$ cat src/rtl/core/pfx_pkg.sv
package pfx_pkg;

    localparam int STACK_DEPTH = 16;
    localparam int DATA_W      = 32;
    localparam int Q_FRAC      = 16;
    localparam int NUM_W       = 16;
    localparam int DEPTH_W     = 5;
    localparam int ADDR_W      = $clog2(STACK_DEPTH);
    localparam int SP_W        = $clog2(STACK_DEPTH + 1);
    localparam int DIVD_W      = DATA_W + Q_FRAC;
    localparam int CNT_W       = $clog2(DIVD_W + 1);
    localparam int IN_DATA_W   = 24;
    localparam int OUT_DATA_W  = 40;

    typedef enum logic [1:0] {
        ACT_PUSH = 2'd0,
        ACT_OPER = 2'd1,
        ACT_FIN  = 2'd2
    } t_action;

    typedef enum logic [1:0] {
        OP_ADD = 2'd0,
        OP_SUB = 2'd1,
        OP_MUL = 2'd2,
        OP_DIV = 2'd3
    } t_op;

    typedef enum logic [2:0] {
        STAT_OK    = 3'd0,
        STAT_UNDER = 3'd1,
        STAT_OVER  = 3'd2,
        STAT_DIVZ  = 3'd3,
        STAT_SAT   = 3'd4
    } t_status;

    typedef enum logic [2:0] {
        S_IDLE,
        S_RD_TOP,
        S_RD_NXT,
        S_CAPT,
        S_EXEC,
        S_MUL,
        S_DIV,
        S_RESP
    } t_state;

    typedef struct packed {
        logic load_in;
        logic rd_top;
        logic rd_nxt;
        logic cap_rhs;
        logic cap_lhs;
        logic mul_go;
        logic div_start;
        logic finish;
        logic out_load;
    } t_cmd;

    typedef struct packed {
        t_action action;
        t_op     op;
        logic    sp_zero;
        logic    sp_lt2;
        logic    rhs_zero;
        logic    div_done;
        logic    out_free;
    } t_sts;

endpackage

$ cat src/rtl/core/postfix_expression_stack_evaluator_top.sv
// reverse polish evaluator on a 16-entry stack of signed q16.16 values
// input channel s_axis: one token per word, tuser holds the action
// (push number, apply operator, finish), tdata holds the literal and the
// operator code; output channel m_axis: exactly one result word per token
// with status, top of stack and depth in tdata and the final-answer flag in
// tuser
// the block takes one token at a time: s_axis_tready is high only while it
// waits for a token; a token reads the top two stack entries from the stack
// ram one per cycle (registered read port), then executes
// and responds: from accept it passes the read-top, read-next, capture,
// execute and respond states before m_axis_tvalid; a valid multiply also
// passes S_MUL for its registered 32x32 product, and a valid divide waits
// in S_DIV on the restoring divider, which retires one of 48 quotient bits
// a cycle; s_axis_tready returns in the cycle after the result is loaded
// reset empties the stack and drops any pending result; stack contents are
// not cleared, no clearing pass is needed
// while m_axis_tready is low the finished result waits in the output
// register; the next token still runs but holds its result until that word
// is taken, and no further token is accepted meanwhile
module postfix_expression_stack_evaluator_top (
    input  logic        i_clk,
    input  logic        i_rst_n,
    input  logic        s_axis_tvalid,
    output logic        s_axis_tready,
    input  logic [23:0] s_axis_tdata,   // number[15:0], operator_code[17:16], zero pad
    input  logic [1:0]  s_axis_tuser,   // action[1:0]
    output logic        m_axis_tvalid,
    input  logic        m_axis_tready,
    output logic [39:0] m_axis_tdata,   // status[2:0], top_value[34:3], depth[39:35]
    output logic        m_axis_tuser    // final_res
);

    import pfx_pkg::*;

    t_cmd w_cmd;
    t_sts w_sts;

    pfx_ctrl u_ctrl (
        .i_clk      (i_clk),
        .i_rst_n    (i_rst_n),
        .i_in_valid (s_axis_tvalid),
        .o_in_ready (s_axis_tready),
        .i_sts      (w_sts),
        .o_cmd      (w_cmd)
    );

    pfx_dp u_dp (
        .i_clk       (i_clk),
        .i_rst_n     (i_rst_n),
        .i_cmd       (w_cmd),
        .o_sts       (w_sts),
        .i_in_data   (s_axis_tdata),
        .i_in_user   (s_axis_tuser),
        .o_out_valid (m_axis_tvalid),
        .i_out_ready (m_axis_tready),
        .o_out_data  (m_axis_tdata),
        .o_out_user  (m_axis_tuser)
    );

    a_one_token: assert property (@(posedge i_clk) disable iff (!i_rst_n)
        s_axis_tvalid && s_axis_tready |=> !s_axis_tready)
        else $error("token accepted while one is in progress");

    a_depth_range: assert property (@(posedge i_clk) disable iff (!i_rst_n)
        m_axis_tvalid |-> m_axis_tdata[39:35] <= 5'(STACK_DEPTH))
        else $error("reported depth beyond stack size");

    a_load_free: assert property (@(posedge i_clk) disable iff (!i_rst_n)
        w_cmd.out_load |-> w_sts.out_free)
        else $error("result loaded over a pending word");

    a_final_empty: assert property (@(posedge i_clk) disable iff (!i_rst_n)
        m_axis_tvalid && m_axis_tuser |->
            m_axis_tdata[2:0] == STAT_OK && m_axis_tdata[39:35] == '0)
        else $error("final answer with nonempty stack or bad status");

endmodule

$ cat src/rtl/core/pfx_ram.sv
module pfx_ram #(
    parameter int WIDTH = 32,
    parameter int DEPTH = 16
) (
    input  logic                     i_clk,
    input  logic                     i_we,
    input  logic [$clog2(DEPTH)-1:0] i_waddr,
    input  logic [WIDTH-1:0]         i_wdata,
    input  logic                     i_re,
    input  logic [$clog2(DEPTH)-1:0] i_raddr,
    output logic [WIDTH-1:0]         o_rdata
);

    logic [WIDTH-1:0] r_mem [DEPTH];
    logic [WIDTH-1:0] r_rdata;

    always_ff @(posedge i_clk) begin
        if (i_we) begin
            r_mem[i_waddr] <= i_wdata;
        end
        if (i_re) begin
            r_rdata <= r_mem[i_raddr];
        end
    end

    assign o_rdata = r_rdata;

endmodule

$ cat src/rtl/core/pfx_div.sv
module pfx_div (
    input  logic                        i_clk,
    input  logic                        i_rst_n,
    input  logic                        i_start,
    input  logic [pfx_pkg::DIVD_W-1:0]  i_dividend,
    input  logic [pfx_pkg::DATA_W-1:0]  i_divisor,
    output logic                        o_done,
    output logic [pfx_pkg::DIVD_W-1:0]  o_quotient
);

    import pfx_pkg::*;

    logic              r_busy;
    logic              r_done;
    logic [CNT_W-1:0]  r_cnt;
    logic [DATA_W-1:0] r_rem;
    logic [DIVD_W-1:0] r_quo;
    logic [DATA_W-1:0] r_div;

    logic [DATA_W:0]   w_shift;
    logic [DATA_W:0]   w_diff;
    logic              w_ge;

    // one quotient bit per cycle, restoring
    assign w_shift = {r_rem, r_quo[DIVD_W-1]};
    assign w_ge    = w_shift >= {1'b0, r_div};
    assign w_diff  = w_shift - {1'b0, r_div};

    always_ff @(posedge i_clk) begin
        if (!i_rst_n) begin
            r_busy <= 1'b0;
            r_done <= 1'b0;
            r_cnt  <= '0;
        end else begin
            r_done <= 1'b0;
            if (i_start) begin
                r_busy <= 1'b1;
                r_cnt  <= CNT_W'(DIVD_W);
            end else if (r_busy) begin
                r_cnt <= r_cnt - CNT_W'(1);
                if (r_cnt == CNT_W'(1)) begin
                    r_busy <= 1'b0;
                    r_done <= 1'b1;
                end
            end
        end
    end

    always_ff @(posedge i_clk) begin
        if (i_start) begin
            r_rem <= '0;
            r_quo <= i_dividend;
            r_div <= i_divisor;
        end else if (r_busy) begin
            r_rem <= w_ge ? w_diff[DATA_W-1:0] : w_shift[DATA_W-1:0];
            r_quo <= {r_quo[DIVD_W-2:0], w_ge};
        end
    end

    assign o_done     = r_done;
    assign o_quotient = r_quo;

endmodule

$ cat src/rtl/core/pfx_ctrl.sv
module pfx_ctrl (
    input  logic           i_clk,
    input  logic           i_rst_n,
    input  logic           i_in_valid,
    output logic           o_in_ready,
    input  pfx_pkg::t_sts  i_sts,
    output pfx_pkg::t_cmd  o_cmd
);

    import pfx_pkg::*;

    t_state r_state;
    t_state n_state;
    logic   w_oper_ok;

    assign w_oper_ok = (i_sts.action == ACT_OPER) && !i_sts.sp_lt2;

    always_ff @(posedge i_clk) begin
        if (!i_rst_n) begin
            r_state <= S_IDLE;
        end else begin
            r_state <= n_state;
        end
    end

    always_comb begin
        n_state = r_state;
        case (r_state)
            S_IDLE: begin
                if (i_in_valid) begin
                    n_state = S_RD_TOP;
                end
            end
            S_RD_TOP: n_state = S_RD_NXT;
            S_RD_NXT: n_state = S_CAPT;
            S_CAPT:   n_state = S_EXEC;
            S_EXEC: begin
                if (w_oper_ok && i_sts.op == OP_MUL) begin
                    n_state = S_MUL;
                end else if (w_oper_ok && i_sts.op == OP_DIV && !i_sts.rhs_zero) begin
                    n_state = S_DIV;
                end else begin
                    n_state = S_RESP;
                end
            end
            S_MUL: n_state = S_RESP;
            S_DIV: begin
                if (i_sts.div_done) begin
                    n_state = S_RESP;
                end
            end
            S_RESP: begin
                if (i_sts.out_free) begin
                    n_state = S_IDLE;
                end
            end
            default: n_state = S_IDLE;
        endcase
    end

    always_comb begin
        o_cmd      = '0;
        o_in_ready = 1'b0;
        case (r_state)
            S_IDLE: begin
                o_in_ready    = 1'b1;
                o_cmd.load_in = i_in_valid;
            end
            S_RD_TOP: o_cmd.rd_top = 1'b1;
            S_RD_NXT: begin
                o_cmd.rd_nxt  = 1'b1;
                o_cmd.cap_rhs = 1'b1;
            end
            S_CAPT: o_cmd.cap_lhs = 1'b1;
            S_EXEC: begin
                if (w_oper_ok && i_sts.op == OP_MUL) begin
                    o_cmd.mul_go = 1'b1;
                end else if (w_oper_ok && i_sts.op == OP_DIV && !i_sts.rhs_zero) begin
                    o_cmd.div_start = 1'b1;
                end else begin
                    o_cmd.finish = 1'b1;
                end
            end
            S_MUL: o_cmd.finish = 1'b1;
            S_DIV: o_cmd.finish = i_sts.div_done;
            S_RESP: o_cmd.out_load = i_sts.out_free;
            default: ;
        endcase
    end

endmodule

$ cat src/rtl/core/pfx_dp.sv
module pfx_dp (
    input  logic                           i_clk,
    input  logic                           i_rst_n,
    input  pfx_pkg::t_cmd                  i_cmd,
    output pfx_pkg::t_sts                  o_sts,
    input  logic [pfx_pkg::IN_DATA_W-1:0]  i_in_data,
    input  logic [1:0]                     i_in_user,
    output logic                           o_out_valid,
    input  logic                           i_out_ready,
    output logic [pfx_pkg::OUT_DATA_W-1:0] o_out_data,
    output logic                           o_out_user
);

    import pfx_pkg::*;

    localparam logic [DIVD_W-1:0] DIV_NEG_LIM = DIVD_W'(1) << (DATA_W - 1);
    localparam logic signed [DATA_W-1:0] VAL_MAX = {1'b0, {(DATA_W-1){1'b1}}};
    localparam logic signed [DATA_W-1:0] VAL_MIN = {1'b1, {(DATA_W-1){1'b0}}};

    t_action                    r_action;
    logic signed [NUM_W-1:0]    r_number;
    t_op                        r_op;
    logic [SP_W-1:0]            r_sp;
    logic signed [DATA_W-1:0]   r_rhs;
    logic signed [DATA_W-1:0]   r_lhs;
    logic signed [2*DATA_W-1:0] r_prod;
    logic                       r_neg;
    t_status                    r_status;
    logic signed [DATA_W-1:0]   r_top;
    logic                       r_fin;
    logic                       r_out_valid;
    logic [OUT_DATA_W-1:0]      r_out_data;
    logic                       r_out_user;

    logic [SP_W-1:0]            w_sp_m1;
    logic [SP_W-1:0]            w_sp_m2;
    logic                       w_sp_full;
    logic [DATA_W-1:0]          w_rdata;
    logic [DATA_W-1:0]          w_lhs_mag;
    logic [DATA_W-1:0]          w_rhs_mag;
    logic                       w_div_done;
    logic [DIVD_W-1:0]          w_quo;
    logic signed [DATA_W:0]     w_sum;
    logic signed [2*DATA_W-1:0] w_prod_adj;
    logic signed [2*DATA_W-1:0] w_mul_q;
    logic [DATA_W:0]            w_mul_hi;
    logic signed [DATA_W-1:0]   w_push_val;
    logic signed [DATA_W-1:0]   w_op_val;
    logic                       w_op_sat;
    logic                       w_we;
    logic [ADDR_W-1:0]          w_waddr;
    logic [DATA_W-1:0]          w_wdata;
    logic [SP_W-1:0]            w_new_sp;
    t_status                    w_new_status;
    logic signed [DATA_W-1:0]   w_new_top;
    logic                       w_new_fin;

    assign w_sp_m1   = r_sp - SP_W'(1);
    assign w_sp_m2   = r_sp - SP_W'(2);
    assign w_sp_full = r_sp == SP_W'(STACK_DEPTH);

    pfx_ram #(
        .WIDTH (DATA_W),
        .DEPTH (STACK_DEPTH)
    ) u_stack (
        .i_clk   (i_clk),
        .i_we    (w_we & i_cmd.finish),
        .i_waddr (w_waddr),
        .i_wdata (w_wdata),
        .i_re    (i_cmd.rd_top | i_cmd.rd_nxt),
        .i_raddr (i_cmd.rd_top ? w_sp_m1[ADDR_W-1:0] : w_sp_m2[ADDR_W-1:0]),
        .o_rdata (w_rdata)
    );

    assign w_lhs_mag = r_lhs[DATA_W-1] ? DATA_W'(-r_lhs) : DATA_W'(r_lhs);
    assign w_rhs_mag = r_rhs[DATA_W-1] ? DATA_W'(-r_rhs) : DATA_W'(r_rhs);

    pfx_div u_div (
        .i_clk      (i_clk),
        .i_rst_n    (i_rst_n),
        .i_start    (i_cmd.div_start),
        .i_dividend ({w_lhs_mag, {Q_FRAC{1'b0}}}),
        .i_divisor  (w_rhs_mag),
        .o_done     (w_div_done),
        .o_quotient (w_quo)
    );

    // product scaled back by 2^16, truncated toward zero
    assign w_prod_adj = r_prod + (r_prod[2*DATA_W-1] ? (2*DATA_W)'((1 << Q_FRAC) - 1) : '0);
    assign w_mul_q    = w_prod_adj >>> Q_FRAC;
    assign w_mul_hi   = w_mul_q[2*DATA_W-1:DATA_W-1];
    assign w_push_val = {r_number, {Q_FRAC{1'b0}}};

    always_comb begin
        w_sum    = '0;
        w_op_val = '0;
        w_op_sat = 1'b0;
        case (r_op)
            OP_ADD, OP_SUB: begin
                if (r_op == OP_ADD) begin
                    w_sum = {r_lhs[DATA_W-1], r_lhs} + {r_rhs[DATA_W-1], r_rhs};
                end else begin
                    w_sum = {r_lhs[DATA_W-1], r_lhs} - {r_rhs[DATA_W-1], r_rhs};
                end
                w_op_sat = w_sum[DATA_W] != w_sum[DATA_W-1];
                w_op_val = w_op_sat ? (w_sum[DATA_W] ? VAL_MIN : VAL_MAX) : w_sum[DATA_W-1:0];
            end
            OP_MUL: begin
                w_op_sat = !((&w_mul_hi) || !(|w_mul_hi));
                w_op_val = w_op_sat ? (w_mul_q[2*DATA_W-1] ? VAL_MIN : VAL_MAX)
                                    : w_mul_q[DATA_W-1:0];
            end
            OP_DIV: begin
                if (r_neg) begin
                    w_op_sat = w_quo > DIV_NEG_LIM;
                    w_op_val = w_op_sat ? VAL_MIN : DATA_W'(-w_quo[DATA_W-1:0]);
                end else begin
                    w_op_sat = |w_quo[DIVD_W-1:DATA_W-1];
                    w_op_val = w_op_sat ? VAL_MAX : w_quo[DATA_W-1:0];
                end
            end
            default: ;
        endcase
    end

    // push writes the literal, operators write the combined value
    always_comb begin
        w_we         = 1'b0;
        w_waddr      = w_sp_m2[ADDR_W-1:0];
        w_wdata      = w_op_val;
        w_new_sp     = r_sp;
        w_new_status = STAT_OK;
        w_new_top    = (r_sp == '0) ? '0 : r_rhs;
        w_new_fin    = 1'b0;
        case (r_action)
            ACT_PUSH: begin
                if (w_sp_full) begin
                    w_new_status = STAT_OVER;
                end else begin
                    w_we      = 1'b1;
                    w_waddr   = r_sp[ADDR_W-1:0];
                    w_wdata   = w_push_val;
                    w_new_sp  = r_sp + SP_W'(1);
                    w_new_top = w_push_val;
                end
            end
            ACT_OPER: begin
                if (r_sp < SP_W'(2)) begin
                    w_new_status = STAT_UNDER;
                end else if (r_op == OP_DIV && r_rhs == '0) begin
                    w_new_status = STAT_DIVZ;
                end else begin
                    w_we         = 1'b1;
                    w_new_sp     = w_sp_m1;
                    w_new_top    = w_op_val;
                    w_new_status = w_op_sat ? STAT_SAT : STAT_OK;
                end
            end
            ACT_FIN: begin
                if (r_sp == '0) begin
                    w_new_status = STAT_UNDER;
                end else begin
                    w_new_sp  = '0;
                    w_new_fin = 1'b1;
                end
            end
            default: ;
        endcase
    end

    always_ff @(posedge i_clk) begin
        if (!i_rst_n) begin
            r_sp        <= '0;
            r_out_valid <= 1'b0;
        end else begin
            if (i_cmd.finish) begin
                r_sp <= w_new_sp;
            end
            if (i_cmd.out_load) begin
                r_out_valid <= 1'b1;
            end else if (i_out_ready) begin
                r_out_valid <= 1'b0;
            end
        end
    end

    always_ff @(posedge i_clk) begin
        if (i_cmd.load_in) begin
            r_action <= t_action'(i_in_user);
            r_number <= i_in_data[NUM_W-1:0];
            r_op     <= t_op'(i_in_data[NUM_W+1:NUM_W]);
        end
        if (i_cmd.cap_rhs) begin
            r_rhs <= w_rdata;
        end
        if (i_cmd.cap_lhs) begin
            r_lhs <= w_rdata;
        end
        if (i_cmd.mul_go) begin
            r_prod <= r_lhs * r_rhs;
        end
        if (i_cmd.div_start) begin
            r_neg <= r_lhs[DATA_W-1] ^ r_rhs[DATA_W-1];
        end
        if (i_cmd.finish) begin
            r_status <= w_new_status;
            r_top    <= w_new_top;
            r_fin    <= w_new_fin;
        end
        if (i_cmd.out_load) begin
            r_out_data <= {DEPTH_W'(r_sp), r_top, r_status};
            r_out_user <= r_fin;
        end
    end

    always_comb begin
        o_sts.action   = r_action;
        o_sts.op       = r_op;
        o_sts.sp_zero  = r_sp == '0;
        o_sts.sp_lt2   = r_sp < SP_W'(2);
        o_sts.rhs_zero = r_rhs == '0;
        o_sts.div_done = w_div_done;
        o_sts.out_free = !r_out_valid || i_out_ready;
    end

    assign o_out_valid = r_out_valid;
    assign o_out_data  = r_out_data;
    assign o_out_user  = r_out_user;

endmodule

$ cat config.mk
export PLATFORM = sky130hd
export DESIGN_NAME = postfix_expression_stack_evaluator_top
export DESIGN_NICKNAME = d
export VERILOG_FILES = /design/src/rtl/core/pfx_pkg.sv /design/src/rtl/core/postfix_expression_stack_evaluator_top.sv /design/src/rtl/core/pfx_ram.sv /design/src/rtl/core/pfx_div.sv /design/src/rtl/core/pfx_ctrl.sv /design/src/rtl/core/pfx_dp.sv
export SDC_FILE = /design/constraint.sdc
export NUM_CORES = 2
export LEC_CHECK = 0
export BUFFER_PORTS_ARGS = -buffer_cell sky130_fd_sc_hd__buf_2
export CORE_MARGIN = 2
export CORE_UTILIZATION = 53
export CTS_CLUSTER_DIAMETER = 50
export DETAILED_ROUTE_END_ITERATION = 12
export GPL_TIMING_DRIVEN = 0
export HOLD_SLACK_MARGIN = 0.02
export PLACE_DENSITY = 0.68
export SYNTH_ARGS = -nofsm -noshare
export SYNTH_HDL_FRONTEND = slang
export SYNTH_SLANG_ARGS = --single-unit
export TNS_END_PERCENT = 50
$ cat constraint.sdc
create_clock -name i_clk -period 17.55 [get_ports i_clk]
set_input_delay 1.755 -clock i_clk [delete_from_list [all_inputs] [get_ports i_clk]]
set_output_delay 1.755 -clock i_clk [all_outputs]
set_load 0.01 [all_outputs]
==> impl_metrics.ini <==
[place]
hpwlAfterDp_um = 210000
place_area_um2 = 80700
port_buffers = 66
routabilityCongestion = 1.03
dp.cells = 8753

[timing]
tightest_slew_ps = 1670
fin_crit_sh_pct = 66.3
fin_skew_ps = 71.5
finalMaxSlewViolations = 45
maxSlewHeadroom_pct = -11.0
min_period_ps = 11640
fmax_mhz = 85.9
hold_viol_final = 0
setup_violations = 0
fin_tns_setup_ps = 0
grt_setup_unrepaired = false

[critical_path]
cp-start-kind = flop
cp_slowest_stage_delay_ps = 1000
path_buf_inv = 8
critPathArrivalTime_ps = 12080
cp_top_family = adder cells
worstPathRequired_ps = 18000
crit_path_end_kind = flop
critical_path_class = reg2reg
cp_max_fo = 10
cp_slowest_cell = fa_1
cp_common_cell = fa_1

[synthesis]
synth_edf_count = 834
netlist_instances = 6728
avgSynthCellArea_um2 = 11.4
synthesis.area_um2 = 77000
synth.area.top_cells = edfxtp_1 33%, fa_1 28%, inv_1 5.0%
yosysTopAreaCellShare_pct = 32.5
ys.flop_type = edfxtp_1
ys_seq_elements = 899
synthArstFlopShare_pct = 0
synth-seq-area-share_pct = 34.2
yosysTopAreaCell = edfxtp_1
synth_cell_type_count = 82
yosys_warnings = 0
syn_nets = 8121

[cts]
ctsLongestPathBuffers = 3
post_cts_buffers = 0
cts_tree = done
postCtsHoldBufs = 0
htree_levels = 3
clock_latency_ps = 730
cts.sinks = 899
ctsRootBufferMaster = clkbuf_16
path_clk_slew_ps = 70
numCtsBuffers = 84
cts_resized = 0

[drt]
dr.pass1.iters = 6
drc = 0
vias = 55300
routed_wl_um = 272000
routed_via_density = 6.19
first_iter_violations = 7265
post_drt_wl_per_cell_um = 30.5
postRouteAntennaNets = 0

[run]
max_cap_viol_count = 4

[cells_and_area]
syn_to_final_growth_pct = 8.51
final_area_um2 = 83500
final_cells = 8931
fillers = 11900
final_cell_mix = 1083 x fa_1, 1033 x inv_1, 834 x edfxtp_1
fin_util_pct = 58.1
final_common_cell = fa_1
fin_nets = 8330
drive_gt1_share_pct = 6.97

[outcome]
violations = max-capacitance violations, max-slew violations
status = finished, violations left

[floorplan]
die-width_um = 385
initial_core_util_pct = 53.5
die_area_um2 = 148000
core_um2 = 144000
io_pins = 73
num_rows = 139
die_h_um = 385

[min_path]
hold_path.class = reg2reg

[global_route]
grt_busiest_layer = met2
use_met3_pct = 9.44
grt_pass1_wl_um = 388000
antenna_found_initial = 38
gr-usage-met2_pct = 54.4
grtUsageTotal_pct = 37.3
met1_usage_pct = 50.8
first_global_vias = 55200
grt_overflow_total = 0
grt_start_max_net_pins = 37
logic make-up (layout without fill, tap and decap cells):
group,after synthesis,count (layout),share of synthesized area (%)
and+or+nand+nor,1824,1824,11.7
buffers and inverters,1417,1693,6.93
adders and majority gates,1363,1363,32.7
DFF,899,899,34.2
AOI/OAI and AO/OA,770,770,6.35
xor gates and xnor gates,263,263,2.99
muxes,192,192,5.10
other,0,24,0
cell usage after synthesis (16+ instances only):
cell type / count
a211oi_1: 22
a21o_1: 76
a21oi_1: 199
a31oi_1: 33
and2_1: 533
and3_1: 24
buf_1: 45
clkbuf_1: 331
dfxtp_1: 65
edfxtp_1: 834
fa_1: 1084
ha_1: 279
inv_1: 1034
mux2i_1: 30
mux4_2: 160
nand2_1: 712
nand2b_1: 32
nand3_1: 96
nand4_1: 33
nor2_1: 231
nor2b_1: 23
nor3_1: 45
nor4_1: 24
o211ai_1: 33
o21a_1: 26
o21ai_0: 204
o21bai_1: 20
o221ai_1: 16
o31ai_1: 27
or3_1: 20
xnor2_1: 160
xor2_1: 103
per-layer routing:
metal / wire, um / up-vias
li1: - / 22500
met1: 102000 / 28200
met2: 118000 / 3806
met3: 32900 / 807
met4: 19400 / 18
met5: 120 / -
sequential cells by signal, summed over array words and instances (netlist names), 2 cells and up:
name                   flops
u_dp.u_stack.r_mem       512
u_dp.r_op                  2
u_dp.r_prod               64
u_dp.u_stack.o_rdata      32
u_dp.u_div.o_quotient     48
u_dp.r_status              3
u_dp.u_div.r_div          32
u_dp.r_action              2
u_dp.r_rhs                32
u_dp.r_number             16
u_dp.u_div.r_rem          32
u_dp.r_top                32
u_dp.o_out_data           40
u_dp.r_lhs                32
u_ctrl.r_state             3
u_dp.u_div.r_cnt           6
u_dp.r_sp                  5
worst reg2reg max path, delay by kind of cell (launching register included):
kind	cells	cell delay [ps]
adder cells (fa/ha/maj)	9	4930
AO/OA/AOI/OAI	6	1790
XOR/XNOR	1	130
buffers and inverters	8	3010
AND/OR/NAND/NOR	5	750
flip-flops	1	810
per-stage QoR:
step	setup WS, ps	hold WS (ps)
finish	5910	420
global route	5520	426
CTS	6100	419
detailed placement	6130	405
global placement	6090	404
floorplan	8880	400
area by class of cell:
type                       count  area [um2]  area share [%]
multi-input combinational   4412       45400            54.4
sequential                   899       26300            31.5
inverter                    1038        3900            4.66
tap                         1903        2380            2.85
clock buffer                 102        2190            2.62
buffer                       379        1460            1.74
timing repair buffer         123        1170            1.40
clock inverter                51         599           0.717
antenna                       24        60.1          0.0719
final timing paths:
| kind | from | endpoint | slack [ps] | cells after the start |
|---|---|---|---|---|
| worst min register to register | u_dp.r_top[20]$_DFFE_PP_ | u_dp.o_out_data[23]$_DFFE_PP_ | 420 | 0 |
| worst min-delay path | u_dp.r_top[20]$_DFFE_PP_ | u_dp.o_out_data[23]$_DFFE_PP_ | 420 | 0 |
| worst max-delay path | u_dp.r_lhs[31]$_DFFE_PN_ | u_dp.r_prod[61]$_DFFE_PP_ | 5910 | 29 |
| worst max register to register | u_dp.r_lhs[31]$_DFFE_PN_ | u_dp.r_prod[61]$_DFFE_PP_ | 5910 | 29 |
Power is not shown: default switching activity piles up to over one toggle a cycle in this logic, so the estimate is an artifact.
